### config.mk
export PLATFORM = sky130hd
export DESIGN_NAME = press_force_p_controller_unit
export DESIGN_NICKNAME = d
export VERILOG_FILES = /design/src/pfpc_pkg.sv /design/src/pfpc_front.sv /design/src/pfpc_back.sv /design/src/press_force_p_controller_unit.sv
export SDC_FILE = /design/constraint.sdc
export NUM_CORES = 2
export LEC_CHECK = 0
export BUFFER_PORTS_ARGS = -buffer_cell sky130_fd_sc_hd__clkbuf_2
export CORE_MARGIN = 2
export CORE_UTILIZATION = 60
export CTS_CLUSTER_SIZE = 20
export DETAILED_ROUTE_END_ITERATION = 10
export GPL_TIMING_DRIVEN = 0
export MAX_ROUTING_LAYER = met4
export PLACE_DENSITY_LB_ADDON = 0.3
export SYNTH_ARGS = -nofsm -noshare
export SYNTH_HDL_FRONTEND = slang
export SYNTH_SLANG_ARGS = --single-unit
### constraint.sdc
create_clock -name clock -period 12.3 [get_ports clock]
set_clock_uncertainty 0.1 [all_clocks]
set_input_delay 2.46 -clock clock [delete_from_list [all_inputs] [get_ports clock]]
set_output_delay 2.46 -clock clock [all_outputs]
set_load 0.1 [all_outputs]
### src/pfpc_pkg.sv
`timescale 1ns / 1ps

package pfpc_pkg;

   // Default values for the top-level parameters.
   localparam int ADC_BITS_DEF  = 12;
   localparam int DRIVE_MAX_DEF = 65535;

   // Fixed field widths.
   localparam int OP_W       = 2;
   localparam int STATUS_W   = 2;
   localparam int FORCE_W    = 16;
   localparam int COEF_W     = 16;
   localparam int CNT_W      = 32;
   localparam int LOAD_W     = 18;
   localparam int DRIVE_W    = 16;
   localparam int CSR_IDX_W  = 3;
   localparam int CSR_DATA_W = 32;

   // Largest scaled load value.
   localparam logic [LOAD_W-1:0] LOAD_MAX = {LOAD_W{1'b1}};

   // Depth of the queue between the front and the back.
   localparam int QDEPTH = 2;
   localparam int QPTR_W = 1;

   // Operation codes of an input word.
   localparam logic [OP_W-1:0] OP_SAMPLE = 2'd0;
   localparam logic [OP_W-1:0] OP_TICK   = 2'd1;
   localparam logic [OP_W-1:0] OP_STOP   = 2'd2;
   localparam logic [OP_W-1:0] OP_START  = 2'd3;

   // Run status codes.
   localparam logic [STATUS_W-1:0] ST_IDLE  = 2'd0;
   localparam logic [STATUS_W-1:0] ST_RUN   = 2'd1;
   localparam logic [STATUS_W-1:0] ST_DONE  = 2'd2;
   localparam logic [STATUS_W-1:0] ST_ESTOP = 2'd3;

   // Configuration register indexes.
   localparam logic [CSR_IDX_W-1:0] REG_TARGET_FORCE    = 3'd0;
   localparam logic [CSR_IDX_W-1:0] REG_TIME_LIMIT      = 3'd1;
   localparam logic [CSR_IDX_W-1:0] REG_TOGGLE_INTERVAL = 3'd2;
   localparam logic [CSR_IDX_W-1:0] REG_LOAD_SCALE      = 3'd3;
   localparam logic [CSR_IDX_W-1:0] REG_FORCE_GAIN      = 3'd4;

   // Decoded kind of a queued word, one flag set per word.
   typedef struct packed {
      logic sample;
      logic tick;
      logic stop;
      logic start;
   } pfpc_kind_type;

endpackage

### src/pfpc_front.sv
`timescale 1ns / 1ps

module pfpc_front
   import pfpc_pkg::*;
#(
   parameter int ADC_BITS = ADC_BITS_DEF
) (
   input  logic                clock,
   input  logic                reset,
   input  logic                req_valid,
   output logic                req_stall,
   input  logic [OP_W-1:0]     req_operation,
   input  logic [ADC_BITS-1:0] req_adc_sample,
   output logic                q_valid,
   output pfpc_kind_type       q_kind,
   output logic [ADC_BITS-1:0] q_adc,
   input  logic                q_pop
);

   pfpc_kind_type       kind;
   pfpc_kind_type       kind_mem_ff [QDEPTH];
   logic [ADC_BITS-1:0] adc_mem_ff [QDEPTH];
   logic [QPTR_W-1:0]   wr_ptr_ff, wr_ptr_in;
   logic [QPTR_W-1:0]   rd_ptr_ff, rd_ptr_in;
   logic [QPTR_W:0]     count_ff, count_in;
   logic                push;

   // Decode the operation code into one flag per kind of word.
   always_comb begin
      kind = '0;
      unique case (req_operation)
         OP_SAMPLE: kind.sample = 1'b1;
         OP_TICK:   kind.tick   = 1'b1;
         OP_STOP:   kind.stop   = 1'b1;
         OP_START:  kind.start  = 1'b1;
         default:   kind        = '0;
      endcase
   end

   // The queue stalls the sender only when it is full.
   assign req_stall = (count_ff == (QPTR_W + 1)'(QDEPTH));
   assign push      = req_valid && !req_stall;

   assign q_valid = (count_ff != '0);
   assign q_kind  = kind_mem_ff[rd_ptr_ff];
   assign q_adc   = adc_mem_ff[rd_ptr_ff];

   // Pointer and fill count update.
   always_comb begin
      wr_ptr_in = wr_ptr_ff;
      rd_ptr_in = rd_ptr_ff;
      count_in  = count_ff;
      if (push) begin
         wr_ptr_in = wr_ptr_ff + 1'b1;
      end
      if (q_pop) begin
         rd_ptr_in = rd_ptr_ff + 1'b1;
      end
      if (push && !q_pop) begin
         count_in = count_ff + 1'b1;
      end else if (!push && q_pop) begin
         count_in = count_ff - 1'b1;
      end
   end

   always_ff @(posedge clock) begin
      if (reset) begin
         wr_ptr_ff <= '0;
         rd_ptr_ff <= '0;
         count_ff  <= '0;
      end else begin
         wr_ptr_ff <= wr_ptr_in;
         rd_ptr_ff <= rd_ptr_in;
         count_ff  <= count_in;
      end
   end

   // Queue entries hold payload only.
   always_ff @(posedge clock) begin
      if (push) begin
         kind_mem_ff[wr_ptr_ff] <= kind;
         adc_mem_ff[wr_ptr_ff]  <= req_adc_sample;
      end
   end

endmodule

### src/pfpc_back.sv
`timescale 1ns / 1ps

module pfpc_back
   import pfpc_pkg::*;
#(
   parameter int ADC_BITS  = ADC_BITS_DEF,
   parameter int DRIVE_MAX = DRIVE_MAX_DEF
) (
   input  logic                  clock,
   input  logic                  reset,
   input  logic                  csr_write,
   input  logic [CSR_IDX_W-1:0]  csr_index,
   input  logic [CSR_DATA_W-1:0] csr_wdata,
   input  logic                  q_valid,
   input  pfpc_kind_type         q_kind,
   input  logic [ADC_BITS-1:0]   q_adc,
   output logic                  q_pop,
   output logic                  rsp_valid,
   input  logic                  rsp_stall,
   output logic [DRIVE_W-1:0]    rsp_extend_drive,
   output logic [DRIVE_W-1:0]    rsp_retract_drive,
   output logic [LOAD_W-1:0]     rsp_sensed_load,
   output logic [CNT_W-1:0]      rsp_elapsed,
   output logic                  rsp_target_high,
   output logic [STATUS_W-1:0]   rsp_run_status
);

   localparam int LPROD_W = ADC_BITS + COEF_W;
   localparam int DPROD_W = LOAD_W + COEF_W;

   localparam logic [1:0] S_IDLE  = 2'd0;
   localparam logic [1:0] S_SCALE = 2'd1;
   localparam logic [1:0] S_GAIN  = 2'd2;
   localparam logic [1:0] S_EMIT  = 2'd3;

   // Configuration registers.
   logic [FORCE_W-1:0] target_force_ff;
   logic [CNT_W-1:0]   time_limit_ff;
   logic [CNT_W-1:0]   toggle_interval_ff;
   logic [COEF_W-1:0]  load_scale_ff;
   logic [COEF_W-1:0]  force_gain_ff;

   // Run state.
   logic [1:0]          state_ff, state_in;
   logic [CNT_W-1:0]    interval_ff, interval_in;
   logic [CNT_W-1:0]    elapsed_ff, elapsed_in;
   logic                phase_ff, phase_in;
   logic [STATUS_W-1:0] status_ff, status_in;
   logic [LOAD_W-1:0]   last_load_ff, last_load_in;

   // Datapath registers.
   logic [LPROD_W-1:0] load_prod_ff, load_prod_in;
   logic [LOAD_W-1:0]  mag_ff, mag_in;
   logic               neg_ff, neg_in;
   logic [DPROD_W-1:0] drive_prod_ff, drive_prod_in;

   // Output register.
   logic                rsp_valid_ff, rsp_valid_in;
   logic [DRIVE_W-1:0]  extend_ff, extend_in;
   logic [DRIVE_W-1:0]  retract_ff, retract_in;
   logic [LOAD_W-1:0]   sensed_ff, sensed_in;
   logic [CNT_W-1:0]    out_elapsed_ff, out_elapsed_in;
   logic                out_phase_ff, out_phase_in;
   logic [STATUS_W-1:0] out_status_ff, out_status_in;

   logic                out_free;
   logic                emit;
   logic [CNT_W-1:0]    interval_inc;
   logic [CNT_W-1:0]    elapsed_inc;
   logic [LPROD_W-1:0]  load_shift;
   logic [LOAD_W-1:0]   load_sat;
   logic [LOAD_W-1:0]   target_val;
   logic [DPROD_W-1:0]  drive_shift;
   logic [DRIVE_W-1:0]  drive_sat;

   // Configuration writes.
   always_ff @(posedge clock) begin
      if (reset) begin
         target_force_ff    <= '0;
         time_limit_ff      <= '0;
         toggle_interval_ff <= '0;
         load_scale_ff      <= '0;
         force_gain_ff      <= '0;
      end else if (csr_write) begin
         unique case (csr_index)
            REG_TARGET_FORCE:    target_force_ff    <= csr_wdata[FORCE_W-1:0];
            REG_TIME_LIMIT:      time_limit_ff      <= csr_wdata[CNT_W-1:0];
            REG_TOGGLE_INTERVAL: toggle_interval_ff <= csr_wdata[CNT_W-1:0];
            REG_LOAD_SCALE:      load_scale_ff      <= csr_wdata[COEF_W-1:0];
            REG_FORCE_GAIN:      force_gain_ff      <= csr_wdata[COEF_W-1:0];
            default: begin
            end
         endcase
      end
   end

   // The output register can take a word when empty or being drained.
   assign out_free = !rsp_valid_ff || !rsp_stall;

   // Saturating counter increments for a tick.
   assign interval_inc = (interval_ff == {CNT_W{1'b1}}) ? interval_ff : interval_ff + 1'b1;
   assign elapsed_inc  = (elapsed_ff == {CNT_W{1'b1}}) ? elapsed_ff : elapsed_ff + 1'b1;

   // Scaled load, Q6.10 truncated, clamped to the load range.
   assign load_shift = load_prod_ff >> 10;
   assign load_sat   = (load_shift > LPROD_W'(LOAD_MAX)) ? LOAD_MAX : load_shift[LOAD_W-1:0];
   assign target_val = phase_ff ? LOAD_W'(target_force_ff) : '0;

   // Drive magnitude, Q8.8 truncated, clamped for either sign of the error.
   assign drive_shift = drive_prod_ff >> 8;
   assign drive_sat   = (drive_shift > DPROD_W'(DRIVE_MAX)) ? DRIVE_W'(DRIVE_MAX)
                                                            : drive_shift[DRIVE_W-1:0];

   // Sequencer: simple words finish on the pop cycle, running samples go
   // through the two multiplies before they are emitted.
   always_comb begin
      state_in      = state_ff;
      interval_in   = interval_ff;
      elapsed_in    = elapsed_ff;
      phase_in      = phase_ff;
      status_in     = status_ff;
      last_load_in  = last_load_ff;
      load_prod_in  = load_prod_ff;
      mag_in        = mag_ff;
      neg_in        = neg_ff;
      drive_prod_in = drive_prod_ff;
      q_pop         = 1'b0;
      emit          = 1'b0;
      extend_in     = extend_ff;
      retract_in    = retract_ff;

      unique case (state_ff)
         S_IDLE: begin
            if (q_valid && out_free) begin
               q_pop      = 1'b1;
               extend_in  = '0;
               retract_in = '0;
               if (q_kind.sample && status_ff == ST_RUN) begin
                  load_prod_in = LPROD_W'(q_adc) * LPROD_W'(load_scale_ff);
                  state_in     = S_SCALE;
               end else begin
                  emit = 1'b1;
                  if (q_kind.tick && status_ff == ST_RUN) begin
                     interval_in = interval_inc;
                     elapsed_in  = elapsed_inc;
                     if (interval_inc >= toggle_interval_ff) begin
                        phase_in    = !phase_ff;
                        interval_in = '0;
                     end
                     if (elapsed_inc >= time_limit_ff) begin
                        status_in = ST_DONE;
                     end
                  end else if (q_kind.stop) begin
                     status_in = ST_ESTOP;
                  end else if (q_kind.start) begin
                     interval_in = '0;
                     elapsed_in  = '0;
                     phase_in    = 1'b1;
                     status_in   = (time_limit_ff == '0) ? ST_DONE : ST_RUN;
                  end
               end
            end
         end
         S_SCALE: begin
            last_load_in = load_sat;
            neg_in       = (load_sat > target_val);
            mag_in       = (load_sat > target_val) ? load_sat - target_val
                                                   : target_val - load_sat;
            state_in     = S_GAIN;
         end
         S_GAIN: begin
            drive_prod_in = DPROD_W'(mag_ff) * DPROD_W'(force_gain_ff);
            state_in      = S_EMIT;
         end
         S_EMIT: begin
            if (out_free) begin
               emit       = 1'b1;
               extend_in  = neg_ff ? '0 : drive_sat;
               retract_in = neg_ff ? drive_sat : '0;
               state_in   = S_IDLE;
            end
         end
         default: state_in = S_IDLE;
      endcase
   end

   // Output register next values.
   always_comb begin
      rsp_valid_in   = rsp_valid_ff && rsp_stall;
      sensed_in      = sensed_ff;
      out_elapsed_in = out_elapsed_ff;
      out_phase_in   = out_phase_ff;
      out_status_in  = out_status_ff;
      if (emit) begin
         rsp_valid_in   = 1'b1;
         sensed_in      = last_load_in;
         out_elapsed_in = elapsed_in;
         out_phase_in   = phase_in;
         out_status_in  = status_in;
      end
   end

   always_ff @(posedge clock) begin
      if (reset) begin
         state_ff     <= S_IDLE;
         interval_ff  <= '0;
         elapsed_ff   <= '0;
         phase_ff     <= 1'b1;
         status_ff    <= ST_IDLE;
         last_load_ff <= '0;
         rsp_valid_ff <= 1'b0;
      end else begin
         state_ff     <= state_in;
         interval_ff  <= interval_in;
         elapsed_ff   <= elapsed_in;
         phase_ff     <= phase_in;
         status_ff    <= status_in;
         last_load_ff <= last_load_in;
         rsp_valid_ff <= rsp_valid_in;
      end
   end

   // Payload registers need no reset.
   always_ff @(posedge clock) begin
      load_prod_ff   <= load_prod_in;
      mag_ff         <= mag_in;
      neg_ff         <= neg_in;
      drive_prod_ff  <= drive_prod_in;
      extend_ff      <= extend_in;
      retract_ff     <= retract_in;
      sensed_ff      <= sensed_in;
      out_elapsed_ff <= out_elapsed_in;
      out_phase_ff   <= out_phase_in;
      out_status_ff  <= out_status_in;
   end

   assign rsp_valid         = rsp_valid_ff;
   assign rsp_extend_drive  = extend_ff;
   assign rsp_retract_drive = retract_ff;
   assign rsp_sensed_load   = sensed_ff;
   assign rsp_elapsed       = out_elapsed_ff;
   assign rsp_target_high   = out_phase_ff;
   assign rsp_run_status    = out_status_ff;

endmodule

### src/press_force_p_controller_unit.sv
`timescale 1ns / 1ps

// Proportional press force regulator.
// Input channel (req_): one word per start, tick, sample or emergency stop,
// with the converter reading in req_adc_sample. Result channel (rsp_): one
// word for every input word, carrying the extend and retract drives, the
// latest scaled load, the elapsed tick count, the target phase and the status.
// Configuration (csr_): write-only registers, to be written while the block is
// idle; the block does not enforce this. Words enter a two-entry queue, so up
// to two words are taken while the result side is stalled. Start, tick, stop
// and samples outside a run go from the queue to the result register, one word
// per cycle unless the result is stalled. A sample in a run passes through pop
// and scale multiply, load clamp and error, gain multiply and drive clamp in
// order, and no other word is popped meanwhile. A stalled result holds its
// value and the sequencer waits on it; the queue then fills and raises req_stall.
// Reset clears the run state (idle, target phase high, counters and load zero)
// and all configuration registers, and empties the queue.
module press_force_p_controller_unit
   import pfpc_pkg::*;
#(
   parameter int ADC_BITS  = ADC_BITS_DEF,
   parameter int DRIVE_MAX = DRIVE_MAX_DEF
) (
   input  logic                  clock,
   input  logic                  reset,
   input  logic                  csr_write,
   input  logic [CSR_IDX_W-1:0]  csr_index,
   input  logic [CSR_DATA_W-1:0] csr_wdata,
   input  logic                  req_valid,
   output logic                  req_stall,
   input  logic [OP_W-1:0]       req_operation,
   input  logic [ADC_BITS-1:0]   req_adc_sample,
   output logic                  rsp_valid,
   input  logic                  rsp_stall,
   output logic [DRIVE_W-1:0]    rsp_extend_drive,
   output logic [DRIVE_W-1:0]    rsp_retract_drive,
   output logic [LOAD_W-1:0]     rsp_sensed_load,
   output logic [CNT_W-1:0]      rsp_elapsed,
   output logic                  rsp_target_high,
   output logic [STATUS_W-1:0]   rsp_run_status
);

   logic                q_valid;
   pfpc_kind_type       q_kind;
   logic [ADC_BITS-1:0] q_adc;
   logic                q_pop;

   // Front: takes and decodes words into the queue.
   pfpc_front #(
      .ADC_BITS (ADC_BITS)
   ) u_front (
      .clock          (clock),
      .reset          (reset),
      .req_valid      (req_valid),
      .req_stall      (req_stall),
      .req_operation  (req_operation),
      .req_adc_sample (req_adc_sample),
      .q_valid        (q_valid),
      .q_kind         (q_kind),
      .q_adc          (q_adc),
      .q_pop          (q_pop)
   );

   // Back: run state, arithmetic and the result register.
   pfpc_back #(
      .ADC_BITS  (ADC_BITS),
      .DRIVE_MAX (DRIVE_MAX)
   ) u_back (
      .clock             (clock),
      .reset             (reset),
      .csr_write         (csr_write),
      .csr_index         (csr_index),
      .csr_wdata         (csr_wdata),
      .q_valid           (q_valid),
      .q_kind            (q_kind),
      .q_adc             (q_adc),
      .q_pop             (q_pop),
      .rsp_valid         (rsp_valid),
      .rsp_stall         (rsp_stall),
      .rsp_extend_drive  (rsp_extend_drive),
      .rsp_retract_drive (rsp_retract_drive),
      .rsp_sensed_load   (rsp_sensed_load),
      .rsp_elapsed       (rsp_elapsed),
      .rsp_target_high   (rsp_target_high),
      .rsp_run_status    (rsp_run_status)
   );

endmodule

==> results.ini <==
[run_status]
outcome = finished clean

[synthesis]
synth-main-ff-cell = dfxtp_1
yosysWarnings = 0
ys_types = 78
netlist_area_um2 = 33400
synthArstFlopShare_pct = 0
synth_cells = 3675
synth-seq-area-share_pct = 28.4
synth.net_count = 4359
synth-edff-count = 180
synth_area_per_cell_um2 = 9.10
synth_seq_cells = 385

[floorplanning]
coreArea_um2 = 55100
start_util_pct = 60.7
dieArea_um2 = 57700
die_h_um = 240
rows = 86
die_x_um = 240
pin_count = 141

[critical_path]
critPathMaxFanout = 10
worst-setup-path-type = reg2reg
worstPathRequired_ns = 12.54
rr_worst_depth = 21
crit_arrival_ns = 8.25
crit_slowest_cell = nor4_1
endpoint_kind = flop
critPathLaunchType = flop
crit_top_cell = fa_1
path_cells = clkbuf_1 -> clkbuf_1 -> nand2_1 -> fa_1 -> fa_1 -> fa_1 -> inv_1 -> fa_1 -> fa_1 -> inv_1 -> fa_1 -> inv_1 -> ha_1 -> nand2_1 -> nor4_1 -> nor2_1 -> o2111ai_1 -> a41oi_1 -> o21bai_1 -> a21oi_1 -> xnor2_1
critical-path-max-stage-delay_ns = 1.07

[global_route]
grt_max_degree = 33
grt_overflow = 0
antenna_found_initial = 5
first_global_vias = 25700
grt.total_usage_pct = 31.0
grt_pass1_wl_um = 136000

[drt]
wirelength_um = 84300
routedWlPerCell_um = 18.2
num_vias = 26000
routed_via_density = 5.60
drt_iter0_markers = 2061
antenna_left = 0
first_pass_iters = 6
drc = 0

[pwr]
seq_power_share_pct = 33.7
max-vdd-ir-drop_mv = 0.304
p_int_uw = 2720
switchingPower_uw = 2380
powerDensity_nw_per_um2 = 140
comb_power_share_pct = 42.6
power.share.switching_pct = 46.7
pwr-share-clk_pct = 23.8
p_leak_uw = 0.0168

[clock_network]
clkSlewWorstSetupHoldPaths_ns = 0.06
root_buffer = clkbuf_16
cts_sinks = 385
cts_resized = 0
cts_max_level = 2
cts_tree = yes
clock_path_buffers = 3
post_cts_buffers = 0
clkLatencyLatePin_ns = 0.59
hold_buffers = 0
cts_buffers = 42

[timing]
worst_pin_slew_ns = 1.23
timing.final.max_slew_violations = 0
slew_headroom_pct = 17.2
grt_setup_unrepaired = false
fin_crit_ns = 8.01
timing.final.crit_share_pct = 65.1
finalSetupTns_ns = 0
final_hold_viol_count = 0
fmax_mhz = 125
fin_hold_ws_ns = 0.354
finalSetupViolCount = 0

[cells_and_area]
area_delta_synth_final_pct = 9.15
layout_common_cells = 638 x nand2_1, 556 x inv_1, 362 x fa_1
post-route-util_pct = 66.3
final_layout_size_suffix_gt1_share_pct = 7.09
design_area_um2 = 36500
mostFrequentLayoutCell = nand2_1
nets = 4545
final_cells = 4647

[min_path]
min_path_type = reg2reg
hold_depth = 2

[placement]
post-dp-hpwl_um = 66100
place_inst = 4565
placed_area_um2 = 35200
place.gp.congestion = 0.944
io_buffers = 139

[job]
max_cap_viol_count = 0

[critical path: cells and delay by family, from the launching register on]
family                   cells  cell delay (ns)
adder cells (fa/ha/maj)      7             3.42
AND/OR/NAND/NOR              4             1.69
buffers and inverters        5             1.11
AO/OA/AOI/OAI                4             1.02
flip-flops                   1             0.30
XOR/XNOR                     1             0.13
[per-layer routing]
| layer | global-route usage [%] | up-vias | share of wire (%) | wire length [µm] |
|---|---|---|---|---|
| li1 | - | 12100 | - | - |
| met1 | 40.4 | 12700 | 42 | 35400 |
| met2 | 50.0 | 985 | 48 | 40300 |
| met3 | 4.06 | 184 | 6.6 | 5560 |
| met4 | 11.1 | 0 | 3.6 | 3040 |
| met5 | - | - | 0 | 0 |
[kinds of logic after synthesis]
logic type      share of synthesized area [%]
compound gates                           9.36
simple gates                             17.2
buf+inv                                  8.47
flops                                    28.4
xor+xnor                                 3.30
mux                                      1.51
fa+ha+maj                                31.7
[cell usage after synthesis (14+ instances only)]
master | n | area (µm²)
nand2_1 | 638 | 2390
inv_1 | 556 | 2090
fa_1 | 362 | 7250
ha_1 | 268 | 3350
a21oi_1 | 210 | 1050
dfxtp_1 | 205 | 4100
and2_1 | 201 | 1260
edfxtp_1 | 180 | 5410
clkbuf_1 | 176 | 661
nor2_1 | 141 | 529
o21ai_0 | 93 | 465
xnor2_1 | 82 | 718
a21o_1 | 66 | 495
nor2b_1 | 47 | 294
nand3_1 | 45 | 225
xor2_1 | 44 | 385
nand4_1 | 38 | 238
mux2_2 | 35 | 394
and3_1 | 29 | 181
o31ai_1 | 27 | 203
a22o_1 | 16 | 140
nor3_1 | 16 | 80.1
buf_2 | 14 | 70.1
[final timing paths]
check	start	to	slack, ns
hold reg to reg	u_back.toggle_interval_ff[14]	u_back.toggle_interval_ff[14]	0.35
setup reg to reg	u_back.force_gain_ff[3]	u_back.drive_prod_ff[33]	4.29
setup / recovery	u_back.force_gain_ff[3]	u_back.drive_prod_ff[33]	4.29
hold / removal	u_back.toggle_interval_ff[14]	u_back.toggle_interval_ff[14]	0.35
[flip-flops by register name (all words and copies together), names as in the netlist, 18 cells and up, named ones only]
register / flops
u_back.drive_prod_ff: 26
u_front.adc_mem_ff: 24
u_back.toggle_interval_ff: 32
u_back.mag_ff: 18
u_back.rsp_elapsed: 32
u_back.interval_ff: 32
u_back.load_prod_ff: 18
u_back.last_load_ff: 18
u_back.rsp_sensed_load: 18
u_back.time_limit_ff: 32
u_back.elapsed_ff: 32
[stage by stage]
step | total power [µW] | worst slack [ns]
2_1_floorplan | 3410 | 5.90
3_3_place_gp | 3850 | 4.24
3_5_place_dp | 3890 | 4.42
4_1_cts | 5110 | 4.44
5_1_grt | 5310 | 3.98
6_report | 5100 | 4.29
[cell type report]
type | count | area, µm²
timing repair buffer | 142 | 766
antenna | 5 | 12.5
inverter | 556 | 2090
multi-input combinational | 2542 | 21100
sequential | 385 | 9510
clock buffer | 59 | 1160
buffer | 192 | 747
clock inverter | 18 | 165
fill | 4427 | 18600
tap | 748 | 936
[power by group through the flow]
| stage | Sequential [µW] | Clock [µW] | Combinational (µW) |
|---|---|---|---|
| after floorplan | 2740 | 0 | 669 |
| after global placement | 1760 | 0 | 2080 |
| after detailed placement | 1740 | 0 | 2150 |
| after CTS | 1720 | 1220 | 2160 |
| after global routing | 1740 | 1280 | 2290 |
| final | 1720 | 1210 | 2170 |
Power figures use the tool's default switching activity.
